<file path="src/design/dexp_pkg.sv">
// Package for the difference expansion pair embedder: word types, stage types and codes.
package dexp_pkg;

  localparam logic       OP_EMBED       = 1'b0;
  localparam logic       OP_RESTORE     = 1'b1;

  localparam logic [1:0] CLS_ZERO       = 2'd0;
  localparam logic [1:0] CLS_EXPANDABLE = 2'd1;
  localparam logic [1:0] CLS_CHANGEABLE = 2'd2;
  localparam logic [1:0] CLS_FIXED      = 2'd3;

  localparam logic [7:0] THRESHOLD_RESET = 8'd5;
  localparam logic [7:0] PIXEL_MAX       = 8'd255;

  typedef struct packed {
    logic       op;
    logic [7:0] pixel_a;
    logic [7:0] pixel_b;
    logic       hide_bit;
    logic       hide_present;
    logic       map_flag;
    logic       restore_lsb;
    logic       last_pair;
  } in_word_t;

  typedef struct packed {
    logic [7:0] out_pixel_a;
    logic [7:0] out_pixel_b;
    logic [1:0] pair_class;
    logic       expand_mark;
    logic       spare_lsb;
    logic       spare_lsb_valid;
    logic       recovered_bit;
    logic       recovered_valid;
    logic       lsb_taken;
    logic       final_pair;
  } out_word_t;

  typedef struct packed {
    in_word_t          word;
    logic [7:0]        avg;
    logic signed [8:0] diff;
    logic [9:0]        bound;
  } stage1_t;

  typedef struct packed {
    logic [7:0]         pixel_a;
    logic [7:0]         pixel_b;
    logic [7:0]         avg;
    logic signed [10:0] new_diff;
    logic               modified;
    logic [1:0]         pair_class;
    logic               expand_mark;
    logic               spare_lsb;
    logic               spare_lsb_valid;
    logic               recovered_bit;
    logic               recovered_valid;
    logic               lsb_taken;
    logic               final_pair;
  } stage2_t;

endpackage

</file>
<file path="src/design/difference_expansion_pair_embedder_core.sv">
// Difference expansion pair embedder and restorer: three-stage pipeline core.
//
//   Channel  Ports                                  Direction  Payload
//   input    in_valid, in_ready, in_data            in         in_word_t
//   result   out_valid, out_ready, out_data         out        out_word_t
//   config   cfg_wr_en, cfg_wr_data                 in         expand threshold
//
// One word per cycle is taken unless a held output has filled the pipeline.
// Stages are average and difference, then classification and new difference,
// then pixel rebuild with saturation into the output register.
// Reset clears the stage valid bits and sets the threshold to 5.
// A stalled output holds its word, and earlier stages keep filling bubbles.
module difference_expansion_pair_embedder_core
  import dexp_pkg::*;
(
  input  logic      clk,
  input  logic      rst_n,
  input  logic      in_valid,
  output logic      in_ready,
  input  in_word_t  in_data,
  output logic      out_valid,
  input  logic      out_ready,
  output out_word_t out_data,
  input  logic      cfg_wr_en,
  input  logic [7:0] cfg_wr_data
);

  logic [7:0] threshold_r;
  logic       v1_r, v2_r, v3_r;
  stage1_t    s1_r, s1_nxt;
  stage2_t    s2_r, s2_nxt;
  out_word_t  s3_r, s3_nxt;
  logic       en1, en2, en3;

  function automatic logic fits(input logic signed [8:0] hv, input logic [9:0] bnd);
    logic signed [10:0] t1;
    logic signed [10:0] t0;
    logic [10:0]        a1;
    logic [10:0]        a0;
    t1 = {hv[8], hv, 1'b1};
    t0 = {hv[8], hv, 1'b0};
    a1 = t1[10] ? 11'(-t1) : 11'(t1);
    a0 = t0[10] ? 11'(-t0) : 11'(t0);
    return (a1 <= {1'b0, bnd}) && (a0 <= {1'b0, bnd});
  endfunction

  assign en3      = out_ready || !v3_r;
  assign en2      = en3 || !v2_r;
  assign en1      = en2 || !v1_r;
  assign in_ready = en1;
  assign out_valid = v3_r;
  assign out_data  = s3_r;

  always_ff @(posedge clk) begin
    if (!rst_n) begin
      threshold_r <= THRESHOLD_RESET;
      v1_r        <= 1'b0;
      v2_r        <= 1'b0;
      v3_r        <= 1'b0;
    end else begin
      if (cfg_wr_en) begin
        threshold_r <= cfg_wr_data;
      end
      if (en1) begin
        v1_r <= in_valid;
      end
      if (en2) begin
        v2_r <= v1_r;
      end
      if (en3) begin
        v3_r <= v2_r;
      end
    end
  end

  always_ff @(posedge clk) begin
    if (en1) begin
      s1_r <= s1_nxt;
    end
    if (en2) begin
      s2_r <= s2_nxt;
    end
    if (en3) begin
      s3_r <= s3_nxt;
    end
  end

  // Stage 1: integer average, difference and range bound.
  always_comb begin
    logic [8:0] sum;
    logic [9:0] hi;
    logic [9:0] lo;
    sum           = {1'b0, in_data.pixel_a} + {1'b0, in_data.pixel_b};
    s1_nxt.word   = in_data;
    s1_nxt.avg    = sum[8:1];
    s1_nxt.diff   = $signed({1'b0, in_data.pixel_a}) - $signed({1'b0, in_data.pixel_b});
    hi            = {1'b0, PIXEL_MAX - sum[8:1], 1'b0};
    lo            = {1'b0, sum[8:1], 1'b1};
    s1_nxt.bound  = (hi < lo) ? hi : lo;
  end

  // Stage 2: classification and the new difference.
  always_comb begin
    logic signed [8:0] h;
    logic signed [8:0] hf;
    logic [8:0]        habs;
    logic [1:0]        cls;
    logic              small_diff;
    h          = s1_r.diff;
    hf         = {h[8], h[8:1]};
    habs       = h[8] ? 9'(-h) : 9'(h);
    small_diff = (h == 9'sd0) || (h == -9'sd1);
    if (fits(h, s1_r.bound)) begin
      cls = small_diff ? CLS_ZERO : CLS_EXPANDABLE;
    end else if (fits(hf, s1_r.bound)) begin
      cls = CLS_CHANGEABLE;
    end else begin
      cls = CLS_FIXED;
    end

    s2_nxt.pixel_a         = s1_r.word.pixel_a;
    s2_nxt.pixel_b         = s1_r.word.pixel_b;
    s2_nxt.avg             = s1_r.avg;
    s2_nxt.new_diff        = {{2{h[8]}}, h};
    s2_nxt.modified        = 1'b0;
    s2_nxt.pair_class      = cls;
    s2_nxt.expand_mark     = 1'b0;
    s2_nxt.spare_lsb       = 1'b0;
    s2_nxt.spare_lsb_valid = 1'b0;
    s2_nxt.recovered_bit   = 1'b0;
    s2_nxt.recovered_valid = 1'b0;
    s2_nxt.lsb_taken       = 1'b0;
    s2_nxt.final_pair      = s1_r.word.last_pair;

    if (cls != CLS_FIXED) begin
      if (s1_r.word.op == OP_EMBED) begin
        if (s1_r.word.hide_present) begin
          s2_nxt.modified = 1'b1;
          if ((cls == CLS_ZERO) ||
              ((cls == CLS_EXPANDABLE) && (habs <= {1'b0, threshold_r}))) begin
            s2_nxt.new_diff    = {h[8], h, s1_r.word.hide_bit};
            s2_nxt.expand_mark = 1'b1;
          end else begin
            s2_nxt.new_diff        = {hf[8], hf, s1_r.word.hide_bit};
            s2_nxt.spare_lsb       = h[0];
            s2_nxt.spare_lsb_valid = (h != 9'sd1) && (h != -9'sd2);
          end
        end
      end else begin
        s2_nxt.recovered_bit   = h[0];
        s2_nxt.recovered_valid = 1'b1;
        if (s1_r.word.hide_present) begin
          s2_nxt.modified = 1'b1;
          if (s1_r.word.map_flag) begin
            s2_nxt.new_diff = {{2{hf[8]}}, hf};
          end else if ((h == 9'sd0) || (h == 9'sd1)) begin
            s2_nxt.new_diff = 11'sd1;
          end else if ((h == -9'sd1) || (h == -9'sd2)) begin
            s2_nxt.new_diff = -11'sd2;
          end else begin
            s2_nxt.new_diff  = {hf[8], hf, s1_r.word.restore_lsb};
            s2_nxt.lsb_taken = 1'b1;
          end
        end
      end
    end
  end

  // Stage 3: rebuild the pixels from the average and the new difference.
  always_comb begin
    logic signed [11:0] nh1;
    logic signed [11:0] ha;
    logic signed [10:0] hb;
    logic [12:0]        a_full;
    logic [12:0]        b_full;
    logic [7:0]         a_sat;
    logic [7:0]         b_sat;
    nh1    = {s2_r.new_diff[10], s2_r.new_diff} + 12'sd1;
    ha     = nh1 >>> 1;
    hb     = s2_r.new_diff >>> 1;
    a_full = {5'b0, s2_r.avg} + {ha[11], ha};
    b_full = {5'b0, s2_r.avg} - {{2{hb[10]}}, hb};
    if (a_full[12]) begin
      a_sat = 8'd0;
    end else if (a_full[11:8] != 4'd0) begin
      a_sat = PIXEL_MAX;
    end else begin
      a_sat = a_full[7:0];
    end
    if (b_full[12]) begin
      b_sat = 8'd0;
    end else if (b_full[11:8] != 4'd0) begin
      b_sat = PIXEL_MAX;
    end else begin
      b_sat = b_full[7:0];
    end
    s3_nxt.out_pixel_a     = s2_r.modified ? a_sat : s2_r.pixel_a;
    s3_nxt.out_pixel_b     = s2_r.modified ? b_sat : s2_r.pixel_b;
    s3_nxt.pair_class      = s2_r.pair_class;
    s3_nxt.expand_mark     = s2_r.expand_mark;
    s3_nxt.spare_lsb       = s2_r.spare_lsb;
    s3_nxt.spare_lsb_valid = s2_r.spare_lsb_valid;
    s3_nxt.recovered_bit   = s2_r.recovered_bit;
    s3_nxt.recovered_valid = s2_r.recovered_valid;
    s3_nxt.lsb_taken       = s2_r.lsb_taken;
    s3_nxt.final_pair      = s2_r.final_pair;
  end

`ifndef ASSERT_OFF
  // An expanded pair must have been of the zero or expandable class.
  a_mark_class: assert property (@(posedge clk) disable iff (!rst_n)
    (out_valid && out_data.expand_mark) |->
      (out_data.pair_class == CLS_ZERO || out_data.pair_class == CLS_EXPANDABLE))
    else $error("expanded word with wrong class");

  // A pair that cannot change carries no flags and passes its pixels unchanged.
  a_fixed_quiet: assert property (@(posedge clk) disable iff (!rst_n)
    (v2_r && s2_r.pair_class == CLS_FIXED) |->
      (!s2_r.modified && !s2_r.expand_mark && !s2_r.spare_lsb_valid &&
       !s2_r.recovered_valid && !s2_r.lsb_taken))
    else $error("unchangeable pair carries flags");

  // Consuming a saved LSB only happens on a restore word, which also carries a recovered bit.
  a_taken_valid: assert property (@(posedge clk) disable iff (!rst_n)
    (out_valid && out_data.lsb_taken) |-> out_data.recovered_valid)
    else $error("lsb taken without recovered bit");

  // Expansion and LSB replacement exclude each other.
  a_mark_spare: assert property (@(posedge clk) disable iff (!rst_n)
    out_valid |-> !(out_data.expand_mark && out_data.spare_lsb_valid))
    else $error("word both expanded and replaced");

  // A held output word blocks the middle stage only when that stage is full.
  a_stall_chain: assert property (@(posedge clk) disable iff (!rst_n)
    (v3_r && !out_ready && v2_r) |=> (v2_r && $stable(s2_r)))
    else $error("middle stage lost under stall");
`endif

endmodule
</file>
<file path="config.mk">
export PLATFORM = sky130hd
export DESIGN_NAME = difference_expansion_pair_embedder_core
export DESIGN_NICKNAME = d
export VERILOG_FILES = /design/src/design/dexp_pkg.sv /design/src/design/difference_expansion_pair_embedder_core.sv
export SDC_FILE = /design/constraint.sdc
export NUM_CORES = 1
export LEC_CHECK = 0
export ABC_CLOCK_PERIOD_IN_PS = 5500
export BUFFER_PORTS_ARGS = -buffer_cell sky130_fd_sc_hd__buf_2
export CORE_MARGIN = 1
export CORE_UTILIZATION = 65
export CTS_CLUSTER_SIZE = 16
export DETAILED_ROUTE_END_ITERATION = 10
export GPL_TIMING_DRIVEN = 0
export PLACE_DENSITY = 0.86
export SYNTH_ARGS = -nofsm -noshare
export SYNTH_HDL_FRONTEND = slang
export SYNTH_SLANG_ARGS = --single-unit
</file>
<file path="constraint.sdc">
create_clock -name clk -period 5.5 [get_ports clk]
set_clock_uncertainty 0.2 [all_clocks]
set_input_delay 1.1 -clock clk [delete_from_list [all_inputs] [get_ports clk]]
set_output_delay 1.1 -clock clk [all_outputs]
set_load 0.01 [all_outputs]
</file>
-- Yosys cells after proc, flatten, opt, wreduce, memory -nomap -nowiden
Cells that the tools add are included.
- latch bits: 0
- bits in writable memories: 0
- bits of input ports: 35
- bits in registers: 130
- memory bits (read-only): 0
- logic and storage cells: 116
- output and inout bits: 27
- memories kept: 0
- order comparisons: 6
- bitwise logic cells: 3
- add/subtract/negate cells: 11
- mux-type cells: 29
- reductions and logical operators: 22
- eq/ne operators: 7
- multipliers: 0
- divide/modulo/power cells: 0
- shifts and indexed selects: 0
- operator list (kind ; number):
    $mux 11 ; 7
    $mux 8 ; 6
    $le 11x10->1 ; 4
    $mux 12 ; 3
    $mux 9 ; 3
    $neg 10->11 ; 2
    $neg 9->11 ; 2
    $eq 9x2->1 const B ; 2
    $ne 9x2->1 const B ; 2
    $add 11x2->12 const B ; 1
    $add 9x11->12 ; 1
    $sub 9x10->11 ; 1
    $mux 10 ; 1
    $add 8x8->9 ; 1
    $eq 9x1->1 const B ; 1
    $le 9x8->1 ; 1
    $logic_not 9->1 ; 1
    $lt 9x9->1 ; 1
    $neg 9->9 ; 1
    $sub 8x8->9 ; 1
    $reduce_bool 4->1 ; 2
    $sub 8x8->8 const A ; 1
    $logic_or 1x1->1 ; 7
    $mux 1 ; 7
    other kinds (11) ; 19

-- Longest topological paths before layout
- word-level depth: 13
- mapped depth: 14
- gate-level depth less buffers: 13

-- Worst setup path before layout
OpenSTA, ideal clock, no wires.
- path kind: input to output
- start: input port out_ready
- end: output port in_ready
- required time: 4.200 ns
- buffers on the path: 0
- stages on the path: 2
- path slack: 1.677 ns
- data arrival time: 2.523 ns
- path through: nor2b_1 > nand3_1
- word-level cells in the longest chain between the ends: 3
- RTL lines (element ; line ; text):
    start: declaration ; difference_expansion_pair_embedder_core.sv:22 ; input logic out_ready,
    $logic_or 1x1->1 ; difference_expansion_pair_embedder_core.sv:47 ; assign en3 = out_ready || !v3_r;
    $logic_or 1x1->1 ; difference_expansion_pair_embedder_core.sv:48 ; assign en2 = en3 || !v2_r;
    $logic_or 1x1->1 ; difference_expansion_pair_embedder_core.sv:49 ; assign en1 = en2 || !v1_r;
    end: declaration ; difference_expansion_pair_embedder_core.sv:19 ; output logic in_ready,
Every way passes these cells.

==> metrics.csv <==
stage;metric;value;unit
power;internal power of the cells;2690;µW
timing;Final setup violation count;0;
worst_setup_path;crit start category;register;
global_route;global-route wire length before repair;26600;µm
run;Maximum Capacitance Violations;0;
power;Overall Power;4220;µW
clock_network;Post-CTS Repair Setup Buffers;0;
floorplan;Die Wd;109;µm
clock_network;number of buffers created by CTS;17;
final_layout;antenna diode count;0;
placed_design;final weighted congestion in routability-driven placement;0.901;
worst_setup_path;reg-to-reg slack, setup;1.09;ns
timing;worst-case headroom to the max-slew limit;0.326;
power;worst supply voltage drop on vdd;0.000283;V
logic_synthesis;mean post-synth cell area;11.4;µm²
power;sw frac;0.362;
global_route;vias in the first global route;5397;
floorplan;number of rows created at floorplan;38;
worst_setup_path;data required time of the worst path;5.55;ns
power;share of power burned in combinational logic;0.406;
timing;final period demand of the worst path;4.41;ns
route;Wirelength per Cell;19.2;µm
hold_path;Hold EP;out_data[5];
route;Detailed Routing Iterations Pass 1;5;
final_layout;share of cells above drive strength 1;0.143;
power;Seq pwr share;0.338;
timing;count of pins over their slew limit;0;
final_layout;area overhead of the layout relative to synthesis;14.8;%
worst_setup_path;r2r endpoint;s2_r[13];
worst_setup_path;critical path arrival;4.46;ns
final_layout;Filler Cells Inserted;676;
route;Detailed Route Iter0 Violations;509;
floorplan;die area;11800;µm²
logic_synthesis;number of synthesized flops with an enable pin;116;
worst_setup_path;endpoint type of the worst setup path;register;
route;remaining antenna violation count;0;
logic_synthesis;Yosys Warn Count;0;
worst_setup_path;crit path max fanout;10;
outcome;outcome;complete, no violations;
route;DRC violation count after routing;0;
logic_synthesis;proportion of synthesized flip-flops having asynchronous set or reset;0;
clock_network;buffers from clock root to sink, at most;2;
timing;unrepaired setup endpoints after global routing;no;
global_route;total routing usage reported by global routing;0.304;
global_route;maximum number of pins on one net before global-route repair;44;
clock_network;count of cells resized by post-cts repair;0;
power;Switching Power;1530;µW
logic_synthesis;cell area after synthesis;7420;µm²
timing;Max Freq;227;MHz
final_layout;Final #Nets;844;
floorplan;effective utilization at floorplan;0.676;
placed_design;quantity of I/O buffers inserted on ports;60;
worst_setup_path;number of cells traversed by the worst register-to-register path;14;
timing;total negative slack;0;ns
power;clock share of power;0.256;
route;post-DR vias/cell;6.25;
logic_synthesis;post-synthesis register bit count;127;
global_route;total gr overflow;0;
clock_network;clk sink count;127;
hold_path;hold path cells;0;
global_route;number of antenna violations at the first check in global routing;1;
logic_synthesis;net count of the mapped netlist;763;
logic_synthesis;Distinct cells, synth;61;
timing;worst slew pin tran;1.01;ns
clock_network;total of hold buffers inserted after clock tree synthesis;0;
floorplan;DIE HEIGHT;109;µm
timing;hold violation total from the final report;0;
floorplan;number of I/O pins;62;
route;total wirelength of the detailed-routed design;17000;µm
timing;share of the clock period used by the worst path after layout;0.802;
clock_network;clock root buffer;clkbuf_16;
clock_network;worst-skew pair later-pin latency;0.41;ns
placed_design;post-detail-place hpwl;12600;µm
route;DR vias;5516;
hold_path;critical hold path startpoint;s2_r[5];
clock_network;number of H-tree levels;4;
logic_synthesis;fraction of the yosys area taken by sequential cells;0.499;
worst_setup_path;startpoint of the lowest-slack register-to-register path;s1_r[11];
worst_setup_path;Critical Setup Path Class;reg2reg;
hold_path;Hold Crit Class;reg2reg;
power;static leakage power;0.00368;µW
logic_synthesis;top_reg_cell synth;edfxtp_1;
clock_network;CTS tree;done;
floorplan;area of the core;11000;µm²
clock_network;Clock transition at path regs;0.06;ns
power;total power density per cell area;495;nW/µm²
logic_synthesis;synthesized instance count;649;
==> power groups by stage <==
stage | clock network (µW) | logic, µW | registers [µW]
global route | 1120 | 1880 | 1450
finish | 1080 | 1710 | 1430
CTS | 1090 | 1690 | 1420
floorplan | 0 | 1190 | 1440
detailed placement | 0 | 1660 | 1440
global placement | 0 | 1560 | 1430
==> cell families (layout without fill, tap and decap cells) <==
logic type,after synthesis,count (layout),share of synthesized area
simple gates,155,155,0.112
compound gates,148,148,0.138
flops,127,127,0.499
buf+inv,80,174,0.0410
fa+ha+maj,79,79,0.137
xor+xnor,51,51,0.0602
mux,9,9,0.0121
==> Yosys cell counts, drive strengths merged, types with 6 or more instances <==
library cell | n | area [µm²]
nand3 | 23 | 120
o21a | 9 | 67.6
nand2b | 10 | 62.6
o2bb2ai | 8 | 70.1
o21ai | 28 | 144
a22o | 13 | 114
nor3 | 10 | 50.1
xor2 | 19 | 166
clkbuf | 11 | 41.3
o21bai | 7 | 52.6
a21o | 8 | 60.1
nor2 | 24 | 90.1
mux2i | 9 | 90.1
xnor2 | 32 | 280
edfxtp | 116 | 3480
and3 | 9 | 56.3
buf | 8 | 33.8
nand2 | 32 | 120
ha | 75 | 938
nor2b | 13 | 81.3
nand4 | 12 | 75.1
a21oi | 38 | 190
dfxtp | 11 | 220
o31ai | 6 | 50.1
inv | 61 | 229
==> flip-flops by register name, summed over array words and instances (netlist names) <==
signal	count
v2_r	1
v1_r	1
out_data	25
out_valid	1
s1_r	47
s2_r	44
threshold_r	8
==> stage by stage <==
step	area [µm²]	hold slack (ns)	instances	utilization	worst slack, ns
after floorplan	7420	0.200	649	-	1.68
final	8520	0.214	883	0.775	1.09
after detailed placement	7940	0.205	851	0.723	1.22
after CTS	8520	0.215	883	0.775	1.19
after global placement	7900	0.201	849	0.719	0.464
after global routing	8520	0.220	883	0.775	0.843
==> worst max path at each step <==
stage | start | end | cells after the start | slack (ns)
floorplan | out_ready | in_ready | 2 | 1.68
global placement | out_ready | in_ready | 4 | 0.46
detailed placement | s1_r[11] | s2_r[13] | 14 | 1.22
CTS | s1_r[11] | s2_r[13] | 14 | 1.19
global route | s1_r[11] | s2_r[12] | 14 | 0.84
finish | s1_r[11] | s2_r[13] | 14 | 1.09
==> area by class of cell <==
cell class	count	area [µm²]	area share
clock inverter	12	135	0.0159
timing repair buffer	62	340	0.0400
buffer	19	75.1	0.00882
clock buffer	20	437	0.0513
tap	140	175	0.0206
inverter	61	229	0.0269
sequential	127	3700	0.435
multi-input combinational	442	3420	0.402
==> critical path, stage by stage, from the launching register on <==
cell,delay (ns)
edfxtp_1,0.41
clkbuf_1,0.43
inv_1,0.18
ha_1,0.31
nor2b_1,0.17
a21o_1,0.21
xnor2_1,0.17
ha_1,0.37
nand3_1,0.11
o32a_1,0.37
o31ai_1,0.09
nand4_1,0.36
nor3b_4,0.48
a222oi_1,0.19
o2bb2ai_1,0.18
==> routing by layer <==
metal | vias up | wire (µm) | global-route usage
met5 | - | 11 | 0
met1 | 2599 | 6820 | 0.382
met2 | 285 | 8230 | 0.503
li1 | 2568 | - | -
met3 | 62 | 1300 | 0.0616
met4 | 2 | 597 | 0.150
==> cells in the final DEF, fill, tap and decap left out, types with 7 or more instances in the layout <==
master and instances:
nand4_1 12, nand3_1 21, edfxtp_1 116, nor3_1 10, xor2_1 19, dfxtp_1 11, o2bb2ai_1 8, a21o_1 8
ha_1 75, nand2b_1 10, clkbuf_16 17, inv_1 61, mux2i_1 9, xnor2_1 32, clkbuf_1 14, and3_1 9
o21a_1 9, nor2b_1 13, o21bai_1 7, a22o_1 13, nand2_1 31, a21oi_1 38, nor2_1 24, buf_2 63
o21ai_0 27
Note: power is estimated with default switching activity, not from simulation.
